### config.mk
export PLATFORM = sky130hd
export DESIGN_NAME = text_pair_key_decoder_flat
export DESIGN_NICKNAME = d
export VERILOG_FILES = /design/src/rtl/tpkd_pkg.sv /design/src/rtl/tpkd_req_if.sv /design/src/rtl/tpkd_rsp_if.sv /design/src/rtl/tpkd_step.sv /design/src/rtl/text_pair_key_decoder.sv /design/src/flat_wrapper.sv
export SDC_FILE = /design/constraint.sdc
export NUM_CORES = 1
export LEC_CHECK = 0
export BUFFER_PORTS_ARGS = -buffer_cell sky130_fd_sc_hd__buf_2
export CAP_MARGIN = 20
export CORE_MARGIN = 10
export CORE_UTILIZATION = 30
export DETAILED_ROUTE_END_ITERATION = 10
export GPL_ROUTABILITY_DRIVEN = 0
export PLACE_DENSITY = 0.47
export SYNTH_ARGS = -nofsm -noshare
export SYNTH_HDL_FRONTEND = slang
export SYNTH_SLANG_ARGS = --single-unit
export TNS_END_PERCENT = 20
### constraint.sdc
create_clock -name clock -period 5.6 [get_ports clock]
set_input_delay 0.56 -clock clock [delete_from_list [all_inputs] [get_ports clock]]
set_output_delay 0.56 -clock clock [all_outputs]
set_load 0.005 [all_outputs]
### src/rtl/tpkd_pkg.sv
// ----------------------------------------------------------------------------
// tpkd_pkg
// Shared constants, codes and types of the two-part text key decoder.
// ----------------------------------------------------------------------------
package tpkd_pkg;

   localparam int unsigned MAX_BYTES = 4096;
   localparam int unsigned CNT_BITS  = $clog2(MAX_BYTES + 2);
   localparam int unsigned LIM_W     = (CNT_BITS > 13) ? CNT_BITS : 13;

   localparam int unsigned CFG_W   = 13;
   localparam int unsigned VER_W   = 8;
   localparam int unsigned LEN_W   = 13;
   localparam int unsigned SHIFT_W = 32;

   localparam logic [LEN_W-1:0] LEN_SAT = 13'd8191;

   localparam logic [0:0] CSR_FORMAT_VERSION = 1'b0;
   localparam logic [0:0] CSR_MAX_KEY_BYTES  = 1'b1;

   localparam logic [VER_W-1:0] VERSION_RESET = 8'd1;
   localparam logic [CFG_W-1:0] MAX_KEY_RESET = 13'd4096;

   localparam logic [7:0] HDR_M       = 8'h4D;
   localparam logic [7:0] HDR_G       = 8'h47;
   localparam logic [7:0] HDR_K       = 8'h4B;
   localparam logic [7:0] HDR_ARITY   = 8'd2;
   localparam logic [7:0] HDR_RSVD    = 8'd0;
   localparam logic [7:0] PART_TYPE   = 8'd1;
   localparam logic [7:0] FLAG_SET    = 8'd1;
   localparam int unsigned HDR_BYTES  = 6;

   localparam logic [2:0] PH_HEADER  = 3'd0;
   localparam logic [2:0] PH_PART    = 3'd1;
   localparam logic [2:0] PH_PAYLOAD = 3'd2;
   localparam logic [2:0] PH_DONE    = 3'd3;
   localparam logic [2:0] PH_HALT    = 3'd4;

   localparam logic [2:0] ST_OK      = 3'd0;
   localparam logic [2:0] ST_SIZE    = 3'd1;
   localparam logic [2:0] ST_HEADER  = 3'd2;
   localparam logic [2:0] ST_FIRST   = 3'd3;
   localparam logic [2:0] ST_SECOND  = 3'd4;
   localparam logic [2:0] ST_TRAIL   = 3'd5;

   localparam logic [2:0] POS_M       = 3'd0;
   localparam logic [2:0] POS_G       = 3'd1;
   localparam logic [2:0] POS_K       = 3'd2;
   localparam logic [2:0] POS_VERSION = 3'd3;
   localparam logic [2:0] POS_ARITY   = 3'd4;
   localparam logic [2:0] POS_RSVD    = 3'd5;
   localparam logic [2:0] POS_TYPE    = 3'd0;
   localparam logic [2:0] POS_FLAG    = 3'd1;
   localparam logic [2:0] POS_LEN0    = 3'd2;
   localparam logic [2:0] POS_LEN3    = 3'd5;

   typedef struct packed {
      logic [2:0]         phase;
      logic [2:0]         field_pos;
      logic               part;
      logic [SHIFT_W-1:0] length_shift;
      logic [SHIFT_W-1:0] payload_left;
      logic [LIM_W-1:0]   byte_count;
      logic [2:0]         first_error;
      logic [1:0]         part_flags;
      logic [LEN_W-1:0]   len0;
      logic [LEN_W-1:0]   len1;
   } state_type;

   typedef struct packed {
      logic             payload_strobe;
      logic             part_index;
      logic [7:0]       payload_byte;
      logic             key_done;
      logic [2:0]       status;
      logic             first_present;
      logic [LEN_W-1:0] first_length;
      logic             second_present;
      logic [LEN_W-1:0] second_length;
   } result_type;

endpackage

### src/rtl/tpkd_req_if.sv
// ----------------------------------------------------------------------------
// tpkd_req_if
// Key byte channel: one encoded key byte per item with a last-byte flag.
// ----------------------------------------------------------------------------
interface tpkd_req_if;
   logic       valid;
   logic       ready;
   logic [7:0] key_byte;
   logic       final_byte;

   modport source (output valid, output key_byte, output final_byte, input ready);
   modport sink   (input valid, input key_byte, input final_byte, output ready);
endinterface

### src/rtl/tpkd_rsp_if.sv
// ----------------------------------------------------------------------------
// tpkd_rsp_if
// Result channel: payload byte and, on the last byte, the key status.
// ----------------------------------------------------------------------------
interface tpkd_rsp_if;
   logic                       valid;
   logic                       ready;
   logic                       payload_strobe;
   logic                       part_index;
   logic [7:0]                 payload_byte;
   logic                       key_done;
   logic [2:0]                 status;
   logic                       first_present;
   logic [tpkd_pkg::LEN_W-1:0] first_length;
   logic                       second_present;
   logic [tpkd_pkg::LEN_W-1:0] second_length;

   modport source (output valid, output payload_strobe, output part_index,
                   output payload_byte, output key_done, output status,
                   output first_present, output first_length,
                   output second_present, output second_length, input ready);
   modport sink   (input valid, input payload_strobe, input part_index,
                   input payload_byte, input key_done, input status,
                   input first_present, input first_length,
                   input second_present, input second_length, output ready);
endinterface

### src/rtl/tpkd_step.sv
// ----------------------------------------------------------------------------
// tpkd_step
// Parser next-state and result logic for one key byte.
// ----------------------------------------------------------------------------
module tpkd_step (
   input  tpkd_pkg::state_type             cur,
   input  logic [7:0]                      key_byte,
   input  logic                            final_byte,
   input  logic [tpkd_pkg::VER_W-1:0]      version,
   input  logic [tpkd_pkg::LIM_W-1:0]      limit,
   output tpkd_pkg::state_type             nxt,
   output tpkd_pkg::result_type            res
);

   tpkd_pkg::state_type            st;
   logic [7:0]                     want;
   logic [2:0]                     perr;
   logic [tpkd_pkg::SHIFT_W-1:0]   shifted;
   logic [tpkd_pkg::LEN_W-1:0]     len_sat;
   logic                           flag_cur;
   logic [2:0]                     fin_status;

   always_comb begin
      st       = cur;
      perr     = cur.part ? tpkd_pkg::ST_SECOND : tpkd_pkg::ST_FIRST;
      shifted  = {cur.length_shift[tpkd_pkg::SHIFT_W-9:0], key_byte};
      len_sat  = (shifted > tpkd_pkg::SHIFT_W'(tpkd_pkg::LEN_SAT)) ?
                 tpkd_pkg::LEN_SAT : shifted[tpkd_pkg::LEN_W-1:0];
      flag_cur = cur.part ? cur.part_flags[1] : cur.part_flags[0];

      case (cur.field_pos)
         tpkd_pkg::POS_M:       want = tpkd_pkg::HDR_M;
         tpkd_pkg::POS_G:       want = tpkd_pkg::HDR_G;
         tpkd_pkg::POS_K:       want = tpkd_pkg::HDR_K;
         tpkd_pkg::POS_VERSION: want = version;
         tpkd_pkg::POS_ARITY:   want = tpkd_pkg::HDR_ARITY;
         default:               want = tpkd_pkg::HDR_RSVD;
      endcase

      res = '0;

      if (cur.byte_count <= limit) begin
         st.byte_count = cur.byte_count + tpkd_pkg::LIM_W'(1);
      end

      case (cur.phase)
         tpkd_pkg::PH_HEADER: begin
            if (key_byte != want) begin
               if (cur.first_error == tpkd_pkg::ST_OK) st.first_error = tpkd_pkg::ST_HEADER;
               st.phase = tpkd_pkg::PH_HALT;
            end else if (cur.field_pos >= tpkd_pkg::POS_RSVD) begin
               st.phase        = tpkd_pkg::PH_PART;
               st.field_pos    = tpkd_pkg::POS_TYPE;
               st.part         = 1'b0;
               st.length_shift = '0;
            end else begin
               st.field_pos = cur.field_pos + 3'd1;
            end
         end
         tpkd_pkg::PH_PART: begin
            if (cur.field_pos == tpkd_pkg::POS_TYPE) begin
               if (key_byte != tpkd_pkg::PART_TYPE) begin
                  if (cur.first_error == tpkd_pkg::ST_OK) st.first_error = perr;
                  st.phase = tpkd_pkg::PH_HALT;
               end else begin
                  st.field_pos = tpkd_pkg::POS_FLAG;
               end
            end else if (cur.field_pos == tpkd_pkg::POS_FLAG) begin
               if (key_byte > tpkd_pkg::FLAG_SET) begin
                  if (cur.first_error == tpkd_pkg::ST_OK) st.first_error = perr;
                  st.phase = tpkd_pkg::PH_HALT;
               end else begin
                  if (key_byte == tpkd_pkg::FLAG_SET) begin
                     if (cur.part) st.part_flags[1] = 1'b1;
                     else          st.part_flags[0] = 1'b1;
                  end
                  st.field_pos = tpkd_pkg::POS_LEN0;
               end
            end else begin
               st.length_shift = shifted;
               if (cur.field_pos < tpkd_pkg::POS_LEN3) begin
                  st.field_pos = cur.field_pos + 3'd1;
               end else begin
                  if (cur.part) st.len1 = len_sat;
                  else          st.len0 = len_sat;
                  if (!flag_cur && shifted != '0) begin
                     if (cur.first_error == tpkd_pkg::ST_OK) st.first_error = perr;
                     st.phase = tpkd_pkg::PH_HALT;
                  end else if (shifted == '0) begin
                     st.field_pos    = tpkd_pkg::POS_TYPE;
                     st.length_shift = '0;
                     st.part         = 1'b1;
                     st.phase        = cur.part ? tpkd_pkg::PH_DONE : tpkd_pkg::PH_PART;
                  end else begin
                     st.payload_left = shifted;
                     st.phase        = tpkd_pkg::PH_PAYLOAD;
                  end
               end
            end
         end
         tpkd_pkg::PH_PAYLOAD: begin
            res.payload_strobe = 1'b1;
            res.part_index     = cur.part;
            res.payload_byte   = key_byte;
            st.payload_left    = cur.payload_left - tpkd_pkg::SHIFT_W'(1);
            if (cur.payload_left == tpkd_pkg::SHIFT_W'(1)) begin
               st.field_pos    = tpkd_pkg::POS_TYPE;
               st.length_shift = '0;
               st.part         = 1'b1;
               st.phase        = cur.part ? tpkd_pkg::PH_DONE : tpkd_pkg::PH_PART;
            end
         end
         tpkd_pkg::PH_DONE: begin
            if (cur.first_error == tpkd_pkg::ST_OK) st.first_error = tpkd_pkg::ST_TRAIL;
            st.phase = tpkd_pkg::PH_HALT;
         end
         default: begin
         end
      endcase

      if (st.byte_count < tpkd_pkg::LIM_W'(tpkd_pkg::HDR_BYTES) || st.byte_count > limit) begin
         fin_status = tpkd_pkg::ST_SIZE;
      end else if (st.first_error != tpkd_pkg::ST_OK) begin
         fin_status = st.first_error;
      end else if (st.phase == tpkd_pkg::PH_DONE) begin
         fin_status = tpkd_pkg::ST_OK;
      end else begin
         fin_status = st.part ? tpkd_pkg::ST_SECOND : tpkd_pkg::ST_FIRST;
      end

      if (final_byte) begin
         res.key_done       = 1'b1;
         res.status         = fin_status;
         res.first_present  = st.part_flags[0];
         res.first_length   = st.len0;
         res.second_present = st.part_flags[1];
         res.second_length  = st.len1;
         st                 = '0;
         st.phase           = tpkd_pkg::PH_HEADER;
      end

      nxt = st;
   end

endmodule

### src/rtl/text_pair_key_decoder.sv
// ----------------------------------------------------------------------------
// text_pair_key_decoder
// Validates and splits an encoded two-part text key, one byte per item.
//
//   channel  dir  handshake      content
//   req_if   in   valid/ready    key_byte, final_byte
//   rsp_if   out  valid/ready    payload byte, part index, status on last byte
//   csr_*    in   write enable   format_version (0), max_key_bytes (1)
//
// One item per cycle while the result is not stalled; the result appears in the
// cycle after the item is taken, from the result register. The parser state
// update is combinational logic feeding the state registers. Synchronous
// active-high reset clears the parser and loads register defaults. A stalled
// result holds; a new item is taken in the same cycle the held one leaves.
// ----------------------------------------------------------------------------
module text_pair_key_decoder (
   input  logic                        clock,
   input  logic                        reset,
   tpkd_req_if.sink                    req_if,
   tpkd_rsp_if.source                  rsp_if,
   input  logic                        csr_write_en,
   input  logic [0:0]                  csr_index,
   input  logic [tpkd_pkg::CFG_W-1:0]  csr_wdata
);

   logic [tpkd_pkg::VER_W-1:0] version_ff;
   logic [tpkd_pkg::CFG_W-1:0] max_key_ff;
   logic [tpkd_pkg::LIM_W-1:0] limit;

   tpkd_pkg::state_type  state_ff;
   tpkd_pkg::state_type  state_in;
   tpkd_pkg::result_type result_in;
   tpkd_pkg::result_type result_ff;
   logic                 rsp_valid_ff;
   logic                 accept;

   assign limit = (tpkd_pkg::LIM_W'(max_key_ff) < tpkd_pkg::LIM_W'(tpkd_pkg::MAX_BYTES)) ?
                  tpkd_pkg::LIM_W'(max_key_ff) : tpkd_pkg::LIM_W'(tpkd_pkg::MAX_BYTES);

   assign req_if.ready = !rsp_valid_ff || rsp_if.ready;
   assign accept       = req_if.valid && req_if.ready;

   tpkd_step u_step (
      .cur        (state_ff),
      .key_byte   (req_if.key_byte),
      .final_byte (req_if.final_byte),
      .version    (version_ff),
      .limit      (limit),
      .nxt        (state_in),
      .res        (result_in)
   );

   always_ff @(posedge clock) begin
      if (reset) begin
         version_ff <= tpkd_pkg::VERSION_RESET;
         max_key_ff <= tpkd_pkg::MAX_KEY_RESET;
      end else if (csr_write_en) begin
         case (csr_index)
            tpkd_pkg::CSR_FORMAT_VERSION: version_ff <= csr_wdata[tpkd_pkg::VER_W-1:0];
            tpkd_pkg::CSR_MAX_KEY_BYTES:  max_key_ff <= csr_wdata;
            default: begin
            end
         endcase
      end
   end

   // all-zero state is the header phase
   always_ff @(posedge clock) begin
      if (reset) begin
         state_ff     <= '0;
         rsp_valid_ff <= 1'b0;
      end else if (accept) begin
         state_ff     <= state_in;
         rsp_valid_ff <= 1'b1;
      end else if (rsp_if.ready) begin
         rsp_valid_ff <= 1'b0;
      end
   end

   always_ff @(posedge clock) begin
      if (accept) begin
         result_ff <= result_in;
      end
   end

   assign rsp_if.valid          = rsp_valid_ff;
   assign rsp_if.payload_strobe = result_ff.payload_strobe;
   assign rsp_if.part_index     = result_ff.part_index;
   assign rsp_if.payload_byte   = result_ff.payload_byte;
   assign rsp_if.key_done       = result_ff.key_done;
   assign rsp_if.status         = result_ff.status;
   assign rsp_if.first_present  = result_ff.first_present;
   assign rsp_if.first_length   = result_ff.first_length;
   assign rsp_if.second_present = result_ff.second_present;
   assign rsp_if.second_length  = result_ff.second_length;

`ifndef SYNTHESIS
   a_final_clears: assert property (@(posedge clock) disable iff (reset)
      accept && req_if.final_byte |=>
         state_ff.phase == tpkd_pkg::PH_HEADER && state_ff.byte_count == '0)
      else $error("parser not cleared after last byte");

   a_accept_shows: assert property (@(posedge clock) disable iff (reset)
      accept |=> rsp_valid_ff)
      else $error("accepted item gave no result");

   a_payload_left: assert property (@(posedge clock) disable iff (reset)
      state_ff.phase == tpkd_pkg::PH_PAYLOAD |-> state_ff.payload_left != '0)
      else $error("payload phase with nothing left");

   a_halt_error: assert property (@(posedge clock) disable iff (reset)
      state_ff.phase == tpkd_pkg::PH_HALT |-> state_ff.first_error != tpkd_pkg::ST_OK)
      else $error("halted without an error code");
`endif

endmodule

### src/flat_wrapper.sv
// flat-port wrapper written by rule: the top's interface ports become plain ports
module text_pair_key_decoder_flat 
  (clock, reset, csr_write_en, csr_index, csr_wdata, req_if_valid, req_if_key_byte, req_if_final_byte, req_if_ready, rsp_if_valid, rsp_if_payload_strobe, rsp_if_part_index, rsp_if_payload_byte, rsp_if_key_done, rsp_if_status, rsp_if_first_present, rsp_if_first_length, rsp_if_second_present, rsp_if_second_length, rsp_if_ready);
  tpkd_req_if req_if_i ();
  tpkd_rsp_if rsp_if_i ();
  input  logic clock;
  input  logic reset;
  input  logic csr_write_en;
  input  logic [0:0] csr_index;
  input  logic [tpkd_pkg::CFG_W-1:0] csr_wdata;
  input wire logic [$bits(req_if_i.valid)-1:0] req_if_valid;
  input wire logic [$bits(req_if_i.key_byte)-1:0] req_if_key_byte;
  input wire logic [$bits(req_if_i.final_byte)-1:0] req_if_final_byte;
  output wire logic [$bits(req_if_i.ready)-1:0] req_if_ready;
  output wire logic [$bits(rsp_if_i.valid)-1:0] rsp_if_valid;
  output wire logic [$bits(rsp_if_i.payload_strobe)-1:0] rsp_if_payload_strobe;
  output wire logic [$bits(rsp_if_i.part_index)-1:0] rsp_if_part_index;
  output wire logic [$bits(rsp_if_i.payload_byte)-1:0] rsp_if_payload_byte;
  output wire logic [$bits(rsp_if_i.key_done)-1:0] rsp_if_key_done;
  output wire logic [$bits(rsp_if_i.status)-1:0] rsp_if_status;
  output wire logic [$bits(rsp_if_i.first_present)-1:0] rsp_if_first_present;
  output wire logic [$bits(rsp_if_i.first_length)-1:0] rsp_if_first_length;
  output wire logic [$bits(rsp_if_i.second_present)-1:0] rsp_if_second_present;
  output wire logic [$bits(rsp_if_i.second_length)-1:0] rsp_if_second_length;
  input wire logic [$bits(rsp_if_i.ready)-1:0] rsp_if_ready;
  assign req_if_i.valid = req_if_valid;
  assign req_if_i.key_byte = req_if_key_byte;
  assign req_if_i.final_byte = req_if_final_byte;
  assign req_if_ready = req_if_i.ready;
  assign rsp_if_valid = rsp_if_i.valid;
  assign rsp_if_payload_strobe = rsp_if_i.payload_strobe;
  assign rsp_if_part_index = rsp_if_i.part_index;
  assign rsp_if_payload_byte = rsp_if_i.payload_byte;
  assign rsp_if_key_done = rsp_if_i.key_done;
  assign rsp_if_status = rsp_if_i.status;
  assign rsp_if_first_present = rsp_if_i.first_present;
  assign rsp_if_first_length = rsp_if_i.first_length;
  assign rsp_if_second_present = rsp_if_i.second_present;
  assign rsp_if_second_length = rsp_if_i.second_length;
  assign rsp_if_i.ready = rsp_if_ready;
  text_pair_key_decoder u_core (.clock(clock), .reset(reset), .req_if(req_if_i), .rsp_if(rsp_if_i), .csr_write_en(csr_write_en), .csr_index(csr_index), .csr_wdata(csr_wdata));
endmodule
==> run summary, run 1 <==
IO Pins -> 72
Pin count of the biggest net entering global routing -> 81
FILL cells -> 3287
Skew-Pair Late Insertion Delay -> 0.44 ns
Switching Power -> 0.701 mW
CTS Buffer Depth -> 2
Worst path slowest cell -> or4_1
Top delay family on crit path -> simple AND/OR/NAND/NOR gates
Row count -> 65
Met2 wire len -> 12800 um
Yosys warning total -> 0
P_int -> 2.07 mW
Via density -> 5.24
Worst slew pin tran -> 1.07 ns
Area grow syn2layout -> 13.6%
RSZ-0062 raised after global routing -> no
Worst Setup End Kind -> register
Starting Density -> 30.3%
Synth area leader -> dfxtp_1
Gate Count Post-Synth -> 1180
CTS Buf Count -> 17
Wire length per cell -> 17.6 um
Worst min-delay path class -> primary input to register
Detail Placement HPWL -> 19800 um
Pre-antenna DRT Iters -> 5
CTS tree -> yes
CP Launch Type -> register
EDFF count, synth -> 42
Hold path startpoint -> csr_wdata[12]
Syn avg cell area -> 8.08 um2
Leak -> 4.05 nW
Reg2Reg Capture Point -> u_core.rsp_if.status[1]$_SDFFCE_PP0P_
Core area -> 31500 um2
# hold bufs at CTS -> 0
H-tree levels -> 4
Routed via count -> 8510
Clock skew -> 0.0124 ns
Post-route clock period utilization -> 91.3%
Most frequent cell after synthesis -> nor2_1
Yosys cell types -> 67
WP data arrival -> 5.38 ns
Clock root cell -> clkbuf_16
Full die area -> 39300 um2
Final ANT Viol Nets -> 0
Setup Fix Bufs, Post-CTS -> 0
Num Clock Sinks -> 171
Layout cells sized above 1 -> 11.1%
Top_reg_cell synth -> dfxtp_1
Buffers on Ports -> 71
Post-synth top area share -> 27.1%
Seq cells post-synth -> 171
DR DRC count -> 0
Register area share after synthesis -> 40.3%
Maxcap violations -> 0
Max Clock Freq -> 196 MHz
Critical R2R Launch -> u_core.max_key_ff[12]$_SDFFE_PP1P_
Switching share of power -> 25.3%
Sequential fraction of design power -> 47.0%
Crit-path max FO -> 13
Worst Hold Path Cells -> 3
# diodes -> 0
Setup_tns -> 0 ns
Total GRT Usage -> 14.7%
DR top layer -> met4
VDD IR-drop max -> 0.000198 V
Flop-to-flop setup slack -> 0.49 ns
Post-cts repair resize count -> 0
Status -> finished, final reports clean
Design Power -> 2.77 mW
Area contributors post-synth -> dfxtp_1 27%, edfxtp_1 13%, nor2_1 7.5%
Commonest cells in the netlist -> 191 x nor2_1, 140 x nand2_1, 129 x dfxtp_1
Tmin final -> 5.11 ns
Max incr delay on CP -> 0.55 ns
Synth Cell Area -> 9530 um2
Antenna violations before repair -> 0
Final #Nets -> 1269
CP bufs+invs -> 1
CP Cell Sequence -> inv_1 > nand2_1 > ha_1 > and4_1 > nand4_1 > o21a_1 > nor4_1 > xor2_1 > ha_1 > nand4_1 > or4_1 > nor3_1 > a41oi_1 > o22ai_1 > o311ai_1 > a21oi_1
Reg clk slew, reported paths -> 0.07 ns
Vias in the first global route -> 8172
Async set-reset flop share out of synthesis -> 0%
Worst path required time -> 5.87 ns
Clock group share of total power -> 45.9%
PD cells -> 256 nW/um2
Slew headroom -> 28.5%
Chip height -> 198 um
Final Max Tran Viols -> 0
M1 WL -> 13900 um
Hold path endpoint -> u_core.max_key_ff[12]$_SDFFE_PP1P_
Die width -> 198 um
Routed WL -> 28500 um
Setup CP Type -> register to register
Metal3 WL -> 1400 um
Post-synth net total -> 1241
Final count of negative-setup-slack endpoints -> 0
Grt ovf -> 0
Final hold vios -> 0
First-pass GRT wire length -> 46100 um
Gate power share -> 7.1%
Initial drt markers -> 617
Cell count of the worst reg-to-reg path -> 16
## sequential cells by signal, summed over array words and instances (netlist names), 3 cells and up
register                     count
u_core.rsp_if.second_length     13
u_core.rsp_if.first_length      13
u_core.rsp_if.status             3
u_core.rsp_if.payload_byte       8
u_core.version_ff                8
u_core.max_key_ff               13
u_core.state_ff                107
## power by group through the flow
| stage | Combinational [mW] | Clock, mW | Sequential [mW] |
|---|---|---|---|
| 6_report | 0.197 | 1.27 | 1.30 |
| 4_1_cts | 0.200 | 1.30 | 1.30 |
| 5_1_grt | 0.218 | 1.35 | 1.30 |
| 3_3_place_gp | 0.199 | 0 | 1.33 |
| 3_5_place_dp | 0.199 | 0 | 1.33 |
| 2_1_floorplan | 0.122 | 0 | 1.33 |
## cells by family (layout without fill, tap and decap cells)
logic type	count (synthesis)	in the layout	synth area share [%]
AO/OA/AOI/OAI	275	275	18.4
XOR/XNOR	38	38	3.49
adder cells (fa/ha/maj)	33	33	4.33
buffers and inverters	103	144	4.32
flip-flops	171	171	40.3
multiplexers	30	30	3.18
AND/OR/NAND/NOR	530	530	26.0
## worst register-to-register path, delay by kind of cell, from the launching register on
| kind | cells | cell delay, ns |
|---|---|---|
| buffers and inverters | 1 | 0.28 |
| adder cells (fa/ha/maj) | 2 | 0.66 |
| AND/OR/NAND/NOR | 7 | 2.29 |
| AO/OA/AOI/OAI | 5 | 1.26 |
| XOR/XNOR | 1 | 0.14 |
| flip-flops | 1 | 0.33 |
## final cells by class
| type | count | area [um2] | area share (%) |
|---|---|---|---|
| Timing Repair Buffer | 85 | 463 | 4.28 |
| Clock buffer | 17 | 425 | 3.93 |
| Inverter | 27 | 101 | 0.936 |
| Clock inverter | 15 | 198 | 1.83 |
| Tap cell | 402 | 503 | 4.65 |
| Multi-Input combinational cell | 906 | 5290 | 48.9 |
| Sequential cell | 171 | 3840 | 35.5 |
## worst max path at each step
stage | from | end | slack (ns) | depth (start not counted)
4_1_cts | u_core.max_key_ff[12]$_SDFFE_PP1P_ | u_core.rsp_if.status[0]$_SDFFCE_PN0P_ | 0.52 | 16
5_1_grt | u_core.max_key_ff[12]$_SDFFE_PP1P_ | u_core.rsp_if.status[1]$_SDFFCE_PP0P_ | 0.16 | 16
2_1_floorplan | u_core.max_key_ff[12]$_SDFFE_PP1P_ | u_core.rsp_if.status[0]$_SDFFCE_PN0P_ | 1.01 | 20
6_report | u_core.max_key_ff[12]$_SDFFE_PP1P_ | u_core.rsp_if.status[1]$_SDFFCE_PP0P_ | 0.49 | 16
3_5_place_dp | u_core.max_key_ff[12]$_SDFFE_PP1P_ | u_core.rsp_if.status[0]$_SDFFCE_PN0P_ | 0.53 | 16
3_3_place_gp | u_core.max_key_ff[12]$_SDFFE_PP1P_ | u_core.rsp_if.status[0]$_SDFFCE_PN0P_ | 0.66 | 17
## metrics by stage
| stage | setup WS, ns | utilization, % | cells | cell area, um2 | hold slack [ns] |
|---|---|---|---|---|---|
| final | 0.490 | 34.4 | 1623 | 10800 | 0.360 |
| after global routing | 0.163 | 34.4 | 1623 | 10800 | 0.343 |
| after CTS | 0.520 | 34.4 | 1623 | 10800 | 0.337 |
| after detailed placement | 0.533 | 32.4 | 1591 | 10200 | 0.447 |
| after global placement | 0.659 | 32.4 | 1591 | 10200 | 0.443 |
| after floorplan | 1.01 | - | 1180 | 9530 | 0.432 |
## cell usage in the layout, fill, tap and decap left out, drive strengths merged, types with 5 or more instances in the layout
cell type and n:
and4 7, nor2b 6, inv 34, xor2 12, a22oi 37, nand3 49, a21oi 90, clkbuf 17
edfxtp 42, o31ai 5, and2 13, a21o 5, mux2i 28, xnor2 26, or4 8, nor4 17
ha 33, buf 85, o21ai 56, nand2 140, a31oi 11, nor3 26, nand4 12, nand3b 5
nand2b 31, dfxtp 129, or3 10, and3 6, nor2 191, a211oi 30, or2 5
## per-layer routing
layer / vias to the layer above / GRT usage, %
met5: - / 0
met4: 0 / 4.67
met3: 30 / 2.58
met2: 212 / 22.7
met1: 4006 / 20.2
li1: 4262 / -
(Power assumes the default switching activity.)
==> inputs of run 2 (changes only) <==
REMOVE_ABC_BUFFERS = 1   (was not set)
==> run 2 against run 1 <==
Clock power is 8% lower. Clock skew hardly changed. Maximum frequency is 0.84% higher. First-iteration DRC count is 21% lower. Global-route usage is 0.55 points lower. Sequential share of layout area hardly changed. Combinational power hardly changed. Critical path depth is 1 higher. Flip-flop and latch count stayed put. Cell count is 0.31% higher. Register-to-register slack better by 0.04 ns. Wire length is 1.7% lower.
==> run summary, run 2 (synthesis gave the netlist of run 1 again) <==
CP Launch Point -> u_core.max_key_ff[12]$_SDFFE_PP1P_ (unchanged)
RSZ-0062 raised after global routing -> no (unchanged)
Routed via count -> 8571 (was 8510)
Num Clock Sinks -> 171 (unchanged)
Post-cts repair resize count -> 0 (unchanged)
Layout cells sized above 1 -> 11.2% (was 11.1%)
Critical R2R Launch -> u_core.max_key_ff[12]$_SDFFE_PP1P_ (unchanged)
CTS Buf Count -> 17 (unchanged)
Cell count of the worst reg-to-reg path -> 17 (was 16)
Slew headroom -> 35.8% (was 28.5%)
H-tree levels -> 4 (unchanged)
Via density -> 5.26 (was 5.24)
Max incr delay on CP -> 0.54 ns (was 0.55 ns)
Max reg flops -> 107 (unchanged)
PD cells -> 247 nW/um2 (was 256 nW/um2)
Status -> finished, final reports clean (unchanged)
CP Cell Sequence -> inv_1 > nand2_1 > ha_1 > a21oi_1 > o21ai_0 > a221o_1 > o21a_1 > o31a_1 > or2_2 > ha_1 > nand4_1 > or4_1 > nor3_1 > a41oi_1 > o22ai_1 > o31ai_1 > o21a_1 (was inv_1 > nand2_1 > ha_1 > and4_1 > nand4_1 > o21a_1 > nor4_1 > xor2_1 > ha_1 > nand4_1 > or4_1 > nor3_1 > a41oi_1 > o22ai_1 > o311ai_1 > a21oi_1)
DR DRC count -> 0 (unchanged)
Final #Nets -> 1274 (was 1269)
Final hold vios -> 0 (unchanged)
Flop-to-flop setup slack -> 0.53 ns (was 0.49 ns)
WP data arrival -> 5.26 ns (was 5.38 ns)
Core area -> 31500 um2 (unchanged)
Crit-path max FO -> 13 (unchanged)
Worst slew pin tran -> 0.964 ns (was 1.07 ns)
Final count of negative-setup-slack endpoints -> 0 (unchanged)
Tmin final -> 5.07 ns (was 5.11 ns)
CTS Buffer Depth -> 2 (unchanged)
Worst min-delay path class -> primary input to register (unchanged)
Total GRT Usage -> 14.1% (was 14.7%)
Leak -> 4.03 nW (was 4.05 nW)
Starting Density -> 30.3% (unchanged)
Clock root cell -> clkbuf_16 (unchanged)
Worst Setup End Kind -> register (unchanged)
Post-route clock period utilization -> 90.5% (was 91.3%)
Final Max Tran Viols -> 0 (unchanged)
Reg clk slew, reported paths -> 0.07 ns (about the same)
Die width -> 198 um (unchanged)
Max Clock Freq -> 197 MHz (was 196 MHz)
Setup CP Type -> register to register (unchanged)
Initial drt markers -> 487 (was 617)
FILL cells -> 3266 (was 3287)
Detail Placement HPWL -> 19500 um (was 19800 um)
First-pass GRT wire length -> 44600 um (was 46100 um)
Routed WL -> 28000 um (was 28500 um)
Wire length per cell -> 17.2 um (was 17.6 um)
Grt ovf -> 0 (unchanged)
Worst path required time -> 5.79 ns (was 5.87 ns)
Row count -> 65 (unchanged)
Reg area -> 3840 um2 (unchanged)
Antenna violations before repair -> 2 (was 0)
Largest Register -> u_core.state_ff (unchanged)
Hold path startpoint -> csr_wdata[0] (was csr_wdata[12])
# diodes -> 0 (unchanged)
Area of the multi-input gates -> 5300 um2 (was 5290 um2)
Commonest non-fill, non-tap cells in the layout -> 189 x nor2_1, 140 x nand2_1, 129 x dfxtp_1 (was 190 x nor2_1, 140 x nand2_1, 129 x dfxtp_1)
Hold path endpoint -> u_core.version_ff[0]$_SDFFE_PP1P_ (was u_core.max_key_ff[12]$_SDFFE_PP1P_)
Final ANT Viol Nets -> 0 (unchanged)
Pin count of the biggest net entering global routing -> 87 (was 81)
Skew-Pair Late Insertion Delay -> 0.44 ns (about the same)
Area grow syn2layout -> 13.5% (was 13.6%)
# hold bufs at CTS -> 0 (unchanged)
Full die area -> 39300 um2 (unchanged)
Pre-antenna DRT Iters -> 5 (unchanged)
Buffers on Ports -> 71 (unchanged)
Worst Hold Path Cells -> 3 (unchanged)
CP Launch Type -> register (unchanged)
Commonest non-fill, non-tap cell in the layout -> nor2_1 (unchanged)
Clock skew -> 0.0121 ns (was 0.0124 ns)
Design Power -> 2.67 mW (was 2.77 mW)
Setup_tns -> 0 ns (unchanged)
VDD IR-drop max -> 0.000216 V (was 0.000198 V)
IO Pins -> 72 (unchanged)
CTS tree -> yes (unchanged)
Chip height -> 198 um (unchanged)
Reg2Reg Capture Point -> u_core.rsp_if.status[0]$_SDFFCE_PN0P_ (was u_core.rsp_if.status[1]$_SDFFCE_PP0P_)
Maxcap violations -> 0 (unchanged)
Worst path slowest cell -> or4_1 (unchanged)
Vias in the first global route -> 7928 (was 8172)
Setup Fix Bufs, Post-CTS -> 0 (unchanged)
## run 2: per-layer routing
metal / up-vias / wire, um / GRT usage, %
met5: - / 27 / 0
met1: 4043 / 13800 / 19.3
li1: 4262 / - / -
met4: 4 / 562 / 5.52
met3: 37 / 1570 / 2.73
met2: 225 / 12100 / 21.4
## run 2: worst max-delay path, delay by kind of cell, from the launching register on
| family | cells | cell delay, ns |
|---|---|---|
| adder cells (fa/ha/maj) | 2 | 0.62 |
| AO/OA/AOI/OAI | 9 | 2.26 |
| flip-flops | 1 | 0.33 |
| buffers and inverters | 1 | 0.28 |
| AND/OR/NAND/NOR | 5 | 1.33 |
## run 2: through the flow
step / area (um2) / cells / hold slack, ns / util, % / setup WS [ns]
after floorplan: 9220 / 1104 / 0.426 / - / 1.03
after global placement: 10200 / 1595 / 0.450 / 32.5 / 0.613
after detailed placement: 10200 / 1595 / 0.449 / 32.5 / 0.484
after CTS: 10800 / 1627 / 0.333 / 34.3 / 0.454
after global routing: 10800 / 1628 / 0.357 / 34.4 / 0.116
final: 10800 / 1628 / 0.361 / 34.4 / 0.532
## run 2: worst max-delay path by stage
stage / cells past startpoint / endpoint
final: 17 / u_core.rsp_if.status[0]$_SDFFCE_PN0P_
after global routing: 17 / u_core.rsp_if.status[1]$_SDFFCE_PP0P_
after CTS: 17 / u_core.rsp_if.status[0]$_SDFFCE_PN0P_
after detailed placement: 17 / u_core.rsp_if.status[0]$_SDFFCE_PN0P_
after global placement: 17 / u_core.rsp_if.status[0]$_SDFFCE_PN0P_
after floorplan: 7 / u_core.state_ff[67]$_SDFFE_PP0P_
## run 2: final cells by class
class                           count  area share, %
Tap cell                          402           4.65
Inverter                           27          0.937
Timing Repair Buffer               90           4.63
Clock buffer                       23           4.14
Multi-Input combinational cell    906           49.0
Clock inverter                      9           1.08
Sequential cell                   171           35.5
## run 2: where the power goes
group          internal [mW]  total (mW)  switching (mW)
combinational         0.0637       0.199           0.135
sequential              1.29        1.30          0.0135
clock                  0.661        1.17           0.507
